===== src/hdl/csv_record_tokenizer_unit_assert.svh =====
// ----------------------------------------------------------------------------
// CSV record tokenizer assertion macros
// Clocked property wrappers shared by the tokenizer's checking code.
// ----------------------------------------------------------------------------
`ifndef CSV_RECORD_TOKENIZER_UNIT_ASSERT_SVH
`define CSV_RECORD_TOKENIZER_UNIT_ASSERT_SVH

// check outside reset
`define CSV_ASSERT(lbl, prop, msg) \
  lbl: assert property (@(posedge clk_i) disable iff (!rst_ni) (prop)) else $error(msg);

// check that also holds while reset is applied
`define CSV_ASSERT_RST(lbl, prop, msg) \
  lbl: assert property (@(posedge clk_i) (prop)) else $error(msg);

`endif


===== src/hdl/csv_tok_pkg.sv =====
// ----------------------------------------------------------------------------
// CSV tokenizer package
// Types, constants and per-byte parsing functions of the CSV tokenizer.
// ----------------------------------------------------------------------------
package csv_tok_pkg;

  localparam int MaxColumns = 64;
  localparam int ColW       = $clog2(MaxColumns + 1);
  localparam int OutColW    = 6;
  localparam int BomLen     = 3;
  localparam int NumSlots   = 5;
  localparam int QueueDepth = 4;

  localparam int SlotByte    = BomLen - 1;
  localparam int SlotRecord  = BomLen;
  localparam int SlotDefault = BomLen + 1;

  localparam logic [7:0] QuoteByte     = 8'h22;
  localparam logic [7:0] CrByte        = 8'h0D;
  localparam logic [7:0] LfByte        = 8'h0A;
  localparam logic [7:0] CommaByte     = 8'h2C;
  localparam logic [7:0] SemicolonByte = 8'h3B;
  localparam logic [7:0] TabByte       = 8'h09;

  localparam logic [1:0] SepComma     = 2'd0;
  localparam logic [1:0] SepSemicolon = 2'd1;
  localparam logic [1:0] SepTab       = 2'd2;

  typedef enum logic [1:0] {
    KindData          = 2'd0,
    KindFieldEnd      = 2'd1,
    KindRecordEnd     = 2'd2,
    KindDefaultHeader = 2'd3
  } item_kind_e;

  typedef logic [ColW-1:0]    col_t;
  typedef logic [OutColW-1:0] out_col_t;

  typedef struct packed {
    logic       inside_quotes;
    logic       quote_pending;
    logic       line_has_content;
    logic [1:0] bom_held;
    logic       bom_done;
    col_t       field_index;
    col_t       header_width;
    logic       header_complete;
    logic       overflow_seen;
  } state_t;

  typedef struct packed {
    item_kind_e  kind;
    logic [7:0]  data_byte;
    out_col_t    column;
    logic        in_header;
    out_col_t    pad_fields;
    logic        too_many;
  } res_t;

  typedef struct packed {
    state_t st;
    logic   vld;
    res_t   res;
  } step_t;

  typedef struct packed {
    logic [NumSlots-1:0] mask;
    res_t [NumSlots-1:0] slots;
  } bundle_t;

  function automatic logic [7:0] sep_byte(logic [1:0] sel);
    logic [7:0] b;
    unique case (sel)
      SepSemicolon: b = SemicolonByte;
      SepTab:       b = TabByte;
      default:      b = CommaByte;
    endcase
    return b;
  endfunction

  function automatic logic [7:0] bom_byte(logic [1:0] idx);
    logic [7:0] b;
    unique case (idx)
      2'd0:    b = 8'hEF;
      2'd1:    b = 8'hBB;
      default: b = 8'hBF;
    endcase
    return b;
  endfunction

  function automatic res_t make_res(item_kind_e kind, logic [7:0] b, col_t col,
                                    logic hdr, col_t pad, logic ovf);
    res_t r;
    r.kind       = kind;
    r.data_byte  = b;
    r.column     = OutColW'(col);
    r.in_header  = hdr;
    r.pad_fields = OutColW'(pad);
    r.too_many   = ovf;
    return r;
  endfunction

  function automatic col_t col_limit(state_t s);
    return s.header_complete ? s.header_width : ColW'(MaxColumns);
  endfunction

  function automatic step_t put_data(state_t s, logic [7:0] b);
    step_t r;
    r.st  = s;
    r.vld = 1'b0;
    r.res = '0;
    if (s.field_index < col_limit(s)) begin
      r.vld = 1'b1;
      r.res = make_res(KindData, b, s.field_index, !s.header_complete, '0,
                       s.overflow_seen);
    end
    return r;
  endfunction

  function automatic step_t end_field(state_t s);
    step_t       r;
    col_t        lim;
    logic [ColW:0] nxt;
    r.st  = s;
    r.vld = 1'b0;
    r.res = '0;
    lim   = col_limit(s);
    nxt   = {1'b0, s.field_index} + (ColW + 1)'(1);
    if (nxt < {1'b0, lim}) begin
      r.vld = 1'b1;
      r.res = make_res(KindFieldEnd, '0, s.field_index, !s.header_complete, '0,
                       s.overflow_seen);
      r.st.field_index = nxt[ColW-1:0];
    end else begin
      if (!s.header_complete) r.st.overflow_seen = 1'b1;
      r.st.field_index = lim;
    end
    return r;
  endfunction

  function automatic step_t end_record(state_t s);
    step_t r;
    col_t  lim;
    col_t  col;
    r.st  = s;
    r.vld = 1'b0;
    r.res = '0;
    lim   = col_limit(s);
    col   = (s.field_index < lim) ? s.field_index : lim - ColW'(1);
    if (s.line_has_content) begin
      r.vld = 1'b1;
      if (!s.header_complete) begin
        r.st.header_width    = col + ColW'(1);
        r.st.header_complete = 1'b1;
        r.res = make_res(KindRecordEnd, '0, col, 1'b1, '0, s.overflow_seen);
      end else begin
        r.res = make_res(KindRecordEnd, '0, col, 1'b0,
                         s.header_width - ColW'(1) - col, s.overflow_seen);
      end
    end
    r.st.field_index      = '0;
    r.st.line_has_content = 1'b0;
    return r;
  endfunction

  function automatic step_t parse_byte(state_t s, logic [7:0] b, logic [7:0] sep);
    step_t r;
    logic  open;
    r.st  = s;
    r.vld = 1'b0;
    r.res = '0;
    open  = 1'b1;
    if (s.quote_pending) begin
      r.st.quote_pending = 1'b0;
      if (b == QuoteByte) begin
        r    = put_data(r.st, QuoteByte);
        open = 1'b0;
      end else begin
        r.st.inside_quotes = 1'b0;
      end
    end else if (s.inside_quotes) begin
      open = 1'b0;
      if (b == QuoteByte) r.st.quote_pending = 1'b1;
      else r = put_data(r.st, b);
    end
    if (open) begin
      if (b == QuoteByte) begin
        r.st.inside_quotes    = 1'b1;
        r.st.line_has_content = 1'b1;
      end else if (b == sep) begin
        r = end_field(r.st);
        r.st.line_has_content = 1'b1;
      end else if (b == CrByte) begin
        r.vld = 1'b0;
      end else if (b == LfByte) begin
        r = end_record(r.st);
      end else begin
        r = put_data(r.st, b);
        r.st.line_has_content = 1'b1;
      end
    end
    return r;
  endfunction

endpackage


===== src/hdl/csv_tok_if.sv =====
// ----------------------------------------------------------------------------
// CSV tokenizer channels
// Valid/ready channels for text bytes, results and the separator register.
// ----------------------------------------------------------------------------
interface csv_tok_text_if;
  logic       valid;
  logic       ready;
  logic [7:0] text_byte;
  logic       has_byte;
  logic       end_of_text;

  modport source (output valid, text_byte, has_byte, end_of_text, input ready);
  modport sink (input valid, text_byte, has_byte, end_of_text, output ready);
endinterface

interface csv_tok_result_if;
  logic       valid;
  logic       ready;
  logic [1:0] item_kind;
  logic [7:0] data_byte;
  logic [5:0] column;
  logic       in_header;
  logic [5:0] pad_fields;
  logic       too_many_columns;
  logic       last;

  modport source (output valid, item_kind, data_byte, column, in_header, pad_fields,
                  too_many_columns, last, input ready);
  modport sink (input valid, item_kind, data_byte, column, in_header, pad_fields,
                too_many_columns, last, output ready);
endinterface

interface csv_tok_cfg_if;
  logic       valid;
  logic       ready;
  logic [1:0] separator_select;

  modport source (output valid, separator_select, input ready);
  modport sink (input valid, separator_select, output ready);
endinterface


===== src/hdl/csv_tok_front.sv =====
// ----------------------------------------------------------------------------
// CSV tokenizer front end
// Accepts text requests, tracks quoting and byte order mark, builds result bundles.
// ----------------------------------------------------------------------------
module csv_tok_front (
  input  logic                clk_i,
  input  logic                rst_ni,
  csv_tok_text_if.sink        text_i,
  csv_tok_cfg_if.sink         cfg_i,
  output logic                push_o,
  output csv_tok_pkg::bundle_t bundle_o,
  input  logic                push_ready_i
);
  import csv_tok_pkg::*;

  state_t              state_q, state_d;
  logic [1:0]          sep_q;
  state_t              st;
  step_t               r;
  logic [7:0]          sep;
  logic [1:0]          h;
  logic [1:0]          n_held;
  logic                consumed;
  logic                need_replay;
  logic                accept;
  logic [NumSlots-1:0] slot_vld;
  res_t [NumSlots-1:0] slot_res;

  assign text_i.ready = push_ready_i;
  assign cfg_i.ready  = 1'b1;
  assign accept       = text_i.valid && push_ready_i;

  always_comb begin
    st          = state_q;
    sep         = sep_byte(sep_q);
    slot_vld    = '0;
    slot_res    = '0;
    consumed    = 1'b0;
    need_replay = 1'b0;
    h           = (state_q.bom_held == 2'd3) ? 2'd2 : state_q.bom_held;
    r           = '0;
    if (text_i.has_byte && !st.bom_done) begin
      if (text_i.text_byte == bom_byte(h)) begin
        consumed = 1'b1;
        if (h == 2'(BomLen - 1)) begin
          st.bom_held = '0;
          st.bom_done = 1'b1;
        end else begin
          st.bom_held = h + 2'd1;
        end
      end else begin
        need_replay = 1'b1;
      end
    end
    if (need_replay || (text_i.end_of_text && !st.bom_done)) begin
      n_held = st.bom_held;
      for (int i = 0; i < BomLen - 1; i++) begin
        if (2'(i) < n_held) begin
          r           = parse_byte(st, bom_byte(2'(i)), sep);
          st          = r.st;
          slot_vld[i] = r.vld;
          slot_res[i] = r.res;
        end
      end
      st.bom_held = '0;
      st.bom_done = 1'b1;
    end else begin
      n_held = '0;
    end
    if (text_i.has_byte && !consumed) begin
      r                  = parse_byte(st, text_i.text_byte, sep);
      st                 = r.st;
      slot_vld[SlotByte] = r.vld;
      slot_res[SlotByte] = r.res;
    end
    if (text_i.end_of_text) begin
      if (st.quote_pending) begin
        st.quote_pending = 1'b0;
        st.inside_quotes = 1'b0;
      end
      r                    = end_record(st);
      st                   = r.st;
      slot_vld[SlotRecord] = r.vld;
      slot_res[SlotRecord] = r.res;
      if (!st.header_complete) begin
        slot_vld[SlotDefault] = 1'b1;
        slot_res[SlotDefault] = make_res(KindDefaultHeader, '0, '0, 1'b1, '0,
                                         st.overflow_seen);
      end
      st = '0;
    end
    state_d = accept ? st : state_q;
  end

  assign push_o         = accept && (|slot_vld);
  assign bundle_o.mask  = slot_vld;
  assign bundle_o.slots = slot_res;

  always_ff @(posedge clk_i or negedge rst_ni) begin
    if (!rst_ni) begin
      state_q <= '0;
      sep_q   <= SepComma;
    end else begin
      state_q <= state_d;
      if (cfg_i.valid) sep_q <= cfg_i.separator_select;
    end
  end

endmodule


===== src/hdl/csv_tok_queue.sv =====
// ----------------------------------------------------------------------------
// CSV tokenizer bundle queue
// Short first-in first-out queue of result bundles between front and back end.
// ----------------------------------------------------------------------------
module csv_tok_queue (
  input  logic                 clk_i,
  input  logic                 rst_ni,
  input  logic                 push_i,
  input  csv_tok_pkg::bundle_t push_data_i,
  output logic                 push_ready_o,
  input  logic                 pop_i,
  output logic                 pop_valid_o,
  output csv_tok_pkg::bundle_t pop_data_o
);
  import csv_tok_pkg::*;

  localparam int PtrW = $clog2(QueueDepth);
  localparam int CntW = $clog2(QueueDepth + 1);

  bundle_t         mem_q [QueueDepth];
  logic [PtrW-1:0] wr_ptr_q, rd_ptr_q;
  logic [CntW-1:0] count_q;
  logic            wr_en, rd_en;

  assign push_ready_o = (count_q != CntW'(QueueDepth));
  assign pop_valid_o  = (count_q != '0);
  assign wr_en        = push_i && push_ready_o;
  assign rd_en        = pop_i && pop_valid_o;
  assign pop_data_o   = mem_q[rd_ptr_q];

  always_ff @(posedge clk_i) begin
    if (wr_en) mem_q[wr_ptr_q] <= push_data_i;
  end

  always_ff @(posedge clk_i or negedge rst_ni) begin
    if (!rst_ni) begin
      wr_ptr_q <= '0;
      rd_ptr_q <= '0;
      count_q  <= '0;
    end else begin
      if (wr_en) wr_ptr_q <= wr_ptr_q + PtrW'(1);
      if (rd_en) rd_ptr_q <= rd_ptr_q + PtrW'(1);
      if (wr_en && !rd_en) count_q <= count_q + CntW'(1);
      else if (rd_en && !wr_en) count_q <= count_q - CntW'(1);
    end
  end

endmodule


===== src/hdl/csv_tok_back.sv =====
// ----------------------------------------------------------------------------
// CSV tokenizer back end
// Holds one bundle and hands its results out in order, flagging the last one.
// ----------------------------------------------------------------------------
module csv_tok_back (
  input  logic                 clk_i,
  input  logic                 rst_ni,
  input  logic                 pop_valid_i,
  input  csv_tok_pkg::bundle_t pop_data_i,
  output logic                 pop_o,
  csv_tok_result_if.source     result_o
);
  import csv_tok_pkg::*;

  logic [NumSlots-1:0] mask_q;
  res_t [NumSlots-1:0] slots_q;
  logic [NumSlots-1:0] sel_oh;
  logic [NumSlots-1:0] rest;
  logic                found;
  res_t                cur;
  logic                take;
  logic                load;

  always_comb begin
    sel_oh = '0;
    found  = 1'b0;
    cur    = '0;
    for (int i = 0; i < NumSlots; i++) begin
      if (mask_q[i] && !found) begin
        sel_oh[i] = 1'b1;
        found     = 1'b1;
        cur       = slots_q[i];
      end
    end
  end

  assign rest  = mask_q & ~sel_oh;
  assign take  = result_o.valid && result_o.ready;
  assign load  = pop_valid_i && ((mask_q == '0) || (take && (rest == '0)));
  assign pop_o = load;

  assign result_o.valid            = |mask_q;
  assign result_o.item_kind        = cur.kind;
  assign result_o.data_byte        = cur.data_byte;
  assign result_o.column           = cur.column;
  assign result_o.in_header        = cur.in_header;
  assign result_o.pad_fields       = cur.pad_fields;
  assign result_o.too_many_columns = cur.too_many;
  assign result_o.last             = (rest == '0);

  always_ff @(posedge clk_i) begin
    if (load) slots_q <= pop_data_i.slots;
  end

  always_ff @(posedge clk_i or negedge rst_ni) begin
    if (!rst_ni) begin
      mask_q <= '0;
    end else if (load) begin
      mask_q <= pop_data_i.mask;
    end else if (take) begin
      mask_q <= rest;
    end
  end

endmodule


===== src/hdl/csv_record_tokenizer_unit.sv =====
// ----------------------------------------------------------------------------
// CSV record tokenizer unit: results pass the bundle queue, then the back-end register.
// Throughput one request per cycle while the queue has room; results leave one by one.
// Four-bundle queue lets the front keep taking requests while the back drains.
// Reset clears parser state, queue and output; separator returns to comma.
// ----------------------------------------------------------------------------
`include "csv_record_tokenizer_unit_assert.svh"

module csv_record_tokenizer_unit (
  input  logic             clk_i,
  input  logic             rst_ni,
  csv_tok_text_if.sink     text_i,
  csv_tok_cfg_if.sink      cfg_i,
  csv_tok_result_if.source result_o
);
  import csv_tok_pkg::*;

  logic    push;
  logic    push_ready;
  logic    pop;
  logic    pop_valid;
  bundle_t push_data;
  bundle_t pop_data;

  csv_tok_front u_front (
    .clk_i        (clk_i),
    .rst_ni       (rst_ni),
    .text_i       (text_i),
    .cfg_i        (cfg_i),
    .push_o       (push),
    .bundle_o     (push_data),
    .push_ready_i (push_ready)
  );

  csv_tok_queue u_queue (
    .clk_i        (clk_i),
    .rst_ni       (rst_ni),
    .push_i       (push),
    .push_data_i  (push_data),
    .push_ready_o (push_ready),
    .pop_i        (pop),
    .pop_valid_o  (pop_valid),
    .pop_data_o   (pop_data)
  );

  csv_tok_back u_back (
    .clk_i       (clk_i),
    .rst_ni      (rst_ni),
    .pop_valid_i (pop_valid),
    .pop_data_i  (pop_data),
    .pop_o       (pop),
    .result_o    (result_o)
  );

  `CSV_ASSERT(a_default_hdr_final, (result_o.valid && result_o.item_kind == KindDefaultHeader) |-> (result_o.last && result_o.in_header && !result_o.too_many_columns), "default header not final")
  `CSV_ASSERT(a_pad_on_record_end, (result_o.valid && result_o.item_kind != KindRecordEnd) |-> (result_o.pad_fields == '0), "padding outside record end")
  `CSV_ASSERT(a_push_when_room, push |-> push_ready, "bundle pushed into full queue")
  `CSV_ASSERT_RST(a_quiet_in_reset, !rst_ni |-> !result_o.valid, "result valid during reset")

endmodule


===== src/flat_wrapper.sv =====
// flat-port wrapper written by rule: the top's interface ports become plain ports
module csv_record_tokenizer_unit_flat import csv_tok_pkg::*;
  (clk_i, rst_ni, text_i_valid, text_i_text_byte, text_i_has_byte, text_i_end_of_text, text_i_ready, cfg_i_valid, cfg_i_separator_select, cfg_i_ready, result_o_valid, result_o_item_kind, result_o_data_byte, result_o_column, result_o_in_header, result_o_pad_fields, result_o_too_many_columns, result_o_last, result_o_ready);
  csv_tok_text_if text_i_i ();
  csv_tok_cfg_if cfg_i_i ();
  csv_tok_result_if result_o_i ();
  input  logic clk_i;
  input  logic rst_ni;
  input wire logic [$bits(text_i_i.valid)-1:0] text_i_valid;
  input wire logic [$bits(text_i_i.text_byte)-1:0] text_i_text_byte;
  input wire logic [$bits(text_i_i.has_byte)-1:0] text_i_has_byte;
  input wire logic [$bits(text_i_i.end_of_text)-1:0] text_i_end_of_text;
  output wire logic [$bits(text_i_i.ready)-1:0] text_i_ready;
  input wire logic [$bits(cfg_i_i.valid)-1:0] cfg_i_valid;
  input wire logic [$bits(cfg_i_i.separator_select)-1:0] cfg_i_separator_select;
  output wire logic [$bits(cfg_i_i.ready)-1:0] cfg_i_ready;
  output wire logic [$bits(result_o_i.valid)-1:0] result_o_valid;
  output wire logic [$bits(result_o_i.item_kind)-1:0] result_o_item_kind;
  output wire logic [$bits(result_o_i.data_byte)-1:0] result_o_data_byte;
  output wire logic [$bits(result_o_i.column)-1:0] result_o_column;
  output wire logic [$bits(result_o_i.in_header)-1:0] result_o_in_header;
  output wire logic [$bits(result_o_i.pad_fields)-1:0] result_o_pad_fields;
  output wire logic [$bits(result_o_i.too_many_columns)-1:0] result_o_too_many_columns;
  output wire logic [$bits(result_o_i.last)-1:0] result_o_last;
  input wire logic [$bits(result_o_i.ready)-1:0] result_o_ready;
  assign text_i_i.valid = text_i_valid;
  assign text_i_i.text_byte = text_i_text_byte;
  assign text_i_i.has_byte = text_i_has_byte;
  assign text_i_i.end_of_text = text_i_end_of_text;
  assign text_i_ready = text_i_i.ready;
  assign cfg_i_i.valid = cfg_i_valid;
  assign cfg_i_i.separator_select = cfg_i_separator_select;
  assign cfg_i_ready = cfg_i_i.ready;
  assign result_o_valid = result_o_i.valid;
  assign result_o_item_kind = result_o_i.item_kind;
  assign result_o_data_byte = result_o_i.data_byte;
  assign result_o_column = result_o_i.column;
  assign result_o_in_header = result_o_i.in_header;
  assign result_o_pad_fields = result_o_i.pad_fields;
  assign result_o_too_many_columns = result_o_i.too_many_columns;
  assign result_o_last = result_o_i.last;
  assign result_o_i.ready = result_o_ready;
  csv_record_tokenizer_unit u_core (.clk_i(clk_i), .rst_ni(rst_ni), .text_i(text_i_i), .cfg_i(cfg_i_i), .result_o(result_o_i));
endmodule

===== config.mk =====
export PLATFORM = sky130hd
export DESIGN_NAME = csv_record_tokenizer_unit_flat
export DESIGN_NICKNAME = d
export VERILOG_FILES = /design/src/hdl/csv_tok_pkg.sv /design/src/hdl/csv_tok_if.sv /design/src/hdl/csv_tok_front.sv /design/src/hdl/csv_tok_queue.sv /design/src/hdl/csv_tok_back.sv /design/src/hdl/csv_record_tokenizer_unit.sv /design/src/flat_wrapper.sv
export VERILOG_INCLUDE_DIRS = /design/src /design/src/hdl
export SDC_FILE = /design/constraint.sdc
export NUM_CORES = 1
export LEC_CHECK = 0
export BUFFER_PORTS_ARGS = -buffer_cell sky130_fd_sc_hd__buf_2
export CAP_MARGIN = 20
export CORE_AREA = 2 2 230 175
export CTS_CLUSTER_DIAMETER = 150
export CTS_CLUSTER_SIZE = 10
export DETAILED_ROUTE_END_ITERATION = 8
export DIE_AREA = 0 0 232 177
export PLACE_DENSITY = 0.58
export REMOVE_ABC_BUFFERS = 1
export SETUP_SLACK_MARGIN = 0.5
export SLEW_MARGIN = 20
export SYNTH_ARGS = -nofsm -noshare
export SYNTH_HDL_FRONTEND = slang
export SYNTH_SLANG_ARGS = --single-unit

===== constraint.sdc =====
create_clock -name clk_i -period 6.75 [get_ports clk_i]
set_input_delay 0.3375 -clock clk_i [delete_from_list [all_inputs] [get_ports clk_i]]
set_output_delay 0.3375 -clock clk_i [all_outputs]
set_load 0.01 [all_outputs]

==> metrics <==
outcome=finished, final reports clean; VDD IR max=roughly 230 µV; Syn Inst Count=1032; Clock Path Buffers=3; die area=41100 µm²; r2r worst-path depth=23; Initial Utilization=39.3%; CP arrival=6.16 ns; Sink Count=335; hold_sp=cfg_i_separator_select[1]; largest net degree at the start of global routing=67; DP Area=16400 µm²; Setup TNS Final=0 ns; Syn. warnings=0; router iterations before antenna repair=7; Place WS=0.407 ns; slowest CP cell=dfrtp_2; IO buf count=43; routed metal-1 wirelength=18500 µm; detailed-route wire length per cell=22.5 µm; sequential fraction of the synthesis area=64.4%; vias in the first global route=slightly above 9000; num rows=63; most common cell after layout, fill and taps aside=edfxtp_1; Gate power share=24.8%; delay-heaviest family, CP=compound AO/OA/AOI/OAI gates; first-pass GRT wire length=58200 µm; Crit Path Class=reg -> reg; Sw Ratio=29.8%; Initial DRC Count=781; Critical Path Fanout Max=8; Synth Cell Area=15300 µm²; Reg clk slew, reported paths=0.05 ns; Crit path buffers/inverters=1; H-tree depth=2; hpwl dp=approximately 25000 µm; CP Cell Sequence=ha_2 -> ha_1 -> a21boi_0 -> o311a_1 -> o21ai_2 -> a21o_1 -> nand2_2 -> a211oi_1 -> o21ai_0 -> a22o_1 -> ha_1 -> o2111ai_1 -> o21ai_1 -> a21o_1 -> buf_4 -> mux2_4 -> ha_1 -> a21o_1 -> a21o_1 -> a21oi_2 -> xor2_1 -> and3_1 -> mux2_1; sequential share of power=between 40% and 50%; Nets=around 1200; Core Region=39000 µm²; Final Hold Fails=0; crit end category=flip-flop; worst setup path start=u_core.u_front.state_q[10]$_DFFE_PN0P_; instance count on the critical path=23; Hold Crit Depth=3; slack of the critical path=0.847 ns; gpl congestion=0.978; DR top layer=met4; chip height=about 180 µm; post-synthesis register bit count=335; Final Max Tran Viols=0; die width=232 µm; finished layout cell area=17700 µm²; Startpoint Class=flip-flop; post-route ant nets=0; Met3 Wirelength=2670 µm; Via Count=9177; number of synthesized flops with an enable pin=299; Net Sw Power=1970 µW; slowest stage delay, CP=0.50 ns; Internal Power=approximately 4700 µW; initial antenna violation count=0; fraction of layout cells with a size suffix above 1=22.2%; Highest Clock Rate=approximately 170 MHz; Final min period=5.90 ns; clk_skew=0.0224 ns; TritonCTS clock tree=done; crit share post-route=between 80 and 90%; Avg Cell Area, Syn=14.9 µm²; Remaining DRCs=0; worst hold path class=in -> reg; Cell variety after synth=83; gr ovfl total=0; PwrDens=374 nW/µm²; Worst-Margin Slew=a little under 1 ns; Worst-Skew Late Latency=0.55 ns; Top cell by count, worst path=a21o_1; vias per cell=5.48; gr usage total=18.9%; # IOs=45; Worst slew margin=about a third; Static Leak=0.00635 µW; Setup Viol. Count Final=0; WL met2=16000 µm; max cap viols=0; RSZ-0062 raised after global routing=false; synth-to-layout area growth=15.5%; DRT Wirelength=37600 µm; commonest non-fill, non-tap cells in the layout=299 x edfxtp_1, 77 x nand2_1, 70 x nor2_1, 60 x mux4_2, 45 x buf_4; FFs w/ async S/R, synth=between 10% and 20%; cts bufs inserted=39; CP required=roughly 7 ns; Reg-to-Reg Start=u_core.u_front.state_q[10]$_DFFE_PN0P_; Clock power frac=between 20% and 30%; Synth Flop Type=edfxtp_1; Root Driver=clkbuf_16
## metrics by stage
stage | power, µW | cells | util (%) | hold slack [ns]
floorplan | 4180 | 984 | - | 0.0419
global placement | 4750 | 1587 | 41.9 | 0.455
detailed placement | 4770 | 1587 | 41.9 | 0.462
CTS | 6730 | 1662 | 45.0 | 0.000250
global route | 6980 | 1673 | 45.4 | 0.00692
finish | 6620 | 1674 | 45.4 | 0.0172
## timing repair
item,CTS,global route
gates cloned,0,0
hold buffers,3,0
setup buffers,0,10
endpoints found under the setup margin,4,8
pin swaps,0,2
gates resized for setup,2,19
hold endpoints to repair,37,0
## registers in the layout (all words and copies together) (netlist names)
signal                   count
u_core.u_front.state_q      22
u_core.u_queue.mem_q       240
u_core.u_front.sep_q         2
u_core.u_queue.wr_ptr_q      2
u_core.u_back.mask_q         5
u_core.u_queue.rd_ptr_q      2
u_core.u_queue.count_q       3
u_core.u_back.slots_q       59
## area by class of cell
class,count,area (µm²)
inverters,30,113
repair buffers,97,676
clock buffers,68,1080
diodes,1,2.50
multi-input cells,619,5210
flip-flops and latches,335,9890
clock inverters,4,77.6
well taps,520,651
fillers,3488,21300
## worst paths after layout
check	end	slack [ns]
max in group asynchronous	u_core.u_queue.rd_ptr_q[0]$_DFFE_PN0P_	5.88
max reg2reg	u_core.u_queue.mem_q[2][78]$_DFFE_PP_	0.85
min in group asynchronous	u_core.u_front.state_q[6]$_DFFE_PN0P_	0.38
min reg2reg	u_core.u_queue.count_q[2]$_DFFE_PN0P_	0.50
min	u_core.u_front.sep_q[1]$_DFFE_PN0P_	0.02
max	u_core.u_queue.mem_q[2][78]$_DFFE_PP_	0.85
## kinds of logic (layout without fill, tap and decap cells)
kind of cell | after synthesis | count (layout) | share of synthesized area, %
multiplexers | 80 | 80 | 10.3
XOR/XNOR | 34 | 34 | 1.94
flip-flops | 335 | 335 | 64.4
buffers and inverters | 78 | 199 | 2.10
adder cells (fa/ha/maj) | 41 | 41 | 3.46
AND/OR/NAND/NOR | 272 | 272 | 8.64
AO/OA/AOI/OAI | 191 | 191 | 9.08
other | 1 | 2 | 0.0245
## worst min-delay path, cell delays in order
cell     delay (ns)
buf_2          0.08
nand2_1        0.04
o21ai_0        0.06
## routing by layer
metal	track usage, %	vias up
met5	0	-
met4	3.29	0
met3	4.35	45
met2	26.9	285
met1	29.6	4671
li1	-	4176
## cell usage after synthesis, drive strengths merged, types with 7 or more instances
| master | n | share of area [%] |
|---|---|---|
| edfxtp | 299 | 59 |
| nand2 | 79 | 2.0 |
| nor2 | 73 | 1.8 |
| mux4 | 60 | 8.8 |
| o21ai | 49 | 1.6 |
| and2 | 36 | 1.5 |
| dfrtp | 36 | 5.9 |
| ha | 36 | 2.9 |
| clkbuf | 34 | 0.84 |
| inv | 30 | 0.73 |
| a21oi | 29 | 1.1 |
| xnor2 | 19 | 1.1 |
| a22o | 18 | 1.0 |
| nand3 | 18 | 0.59 |
| nor3 | 17 | 0.59 |
| a21o | 16 | 0.78 |
| xor2 | 15 | 0.86 |
| buf | 14 | 0.53 |
| a22oi | 11 | 0.54 |
| a211oi | 10 | 0.55 |
| mux2 | 10 | 0.86 |
| mux2i | 10 | 0.65 |
| o211ai | 9 | 0.47 |
| and3 | 8 | 0.33 |
| o21a | 8 | 0.39 |
| a221o | 7 | 0.46 |
## power groups by stage
stage | registers, µW | clock network, µW | logic (µW)
after global placement | 3070 | 0 | 1680
after CTS | 3040 | 1990 | 1690
final | 3040 | 1940 | 1640
after detailed placement | 3080 | 0 | 1690
after floorplan | 3160 | 0 | 1020
after global routing | 3090 | 2080 | 1810
Power figures use the tool's default switching activity.
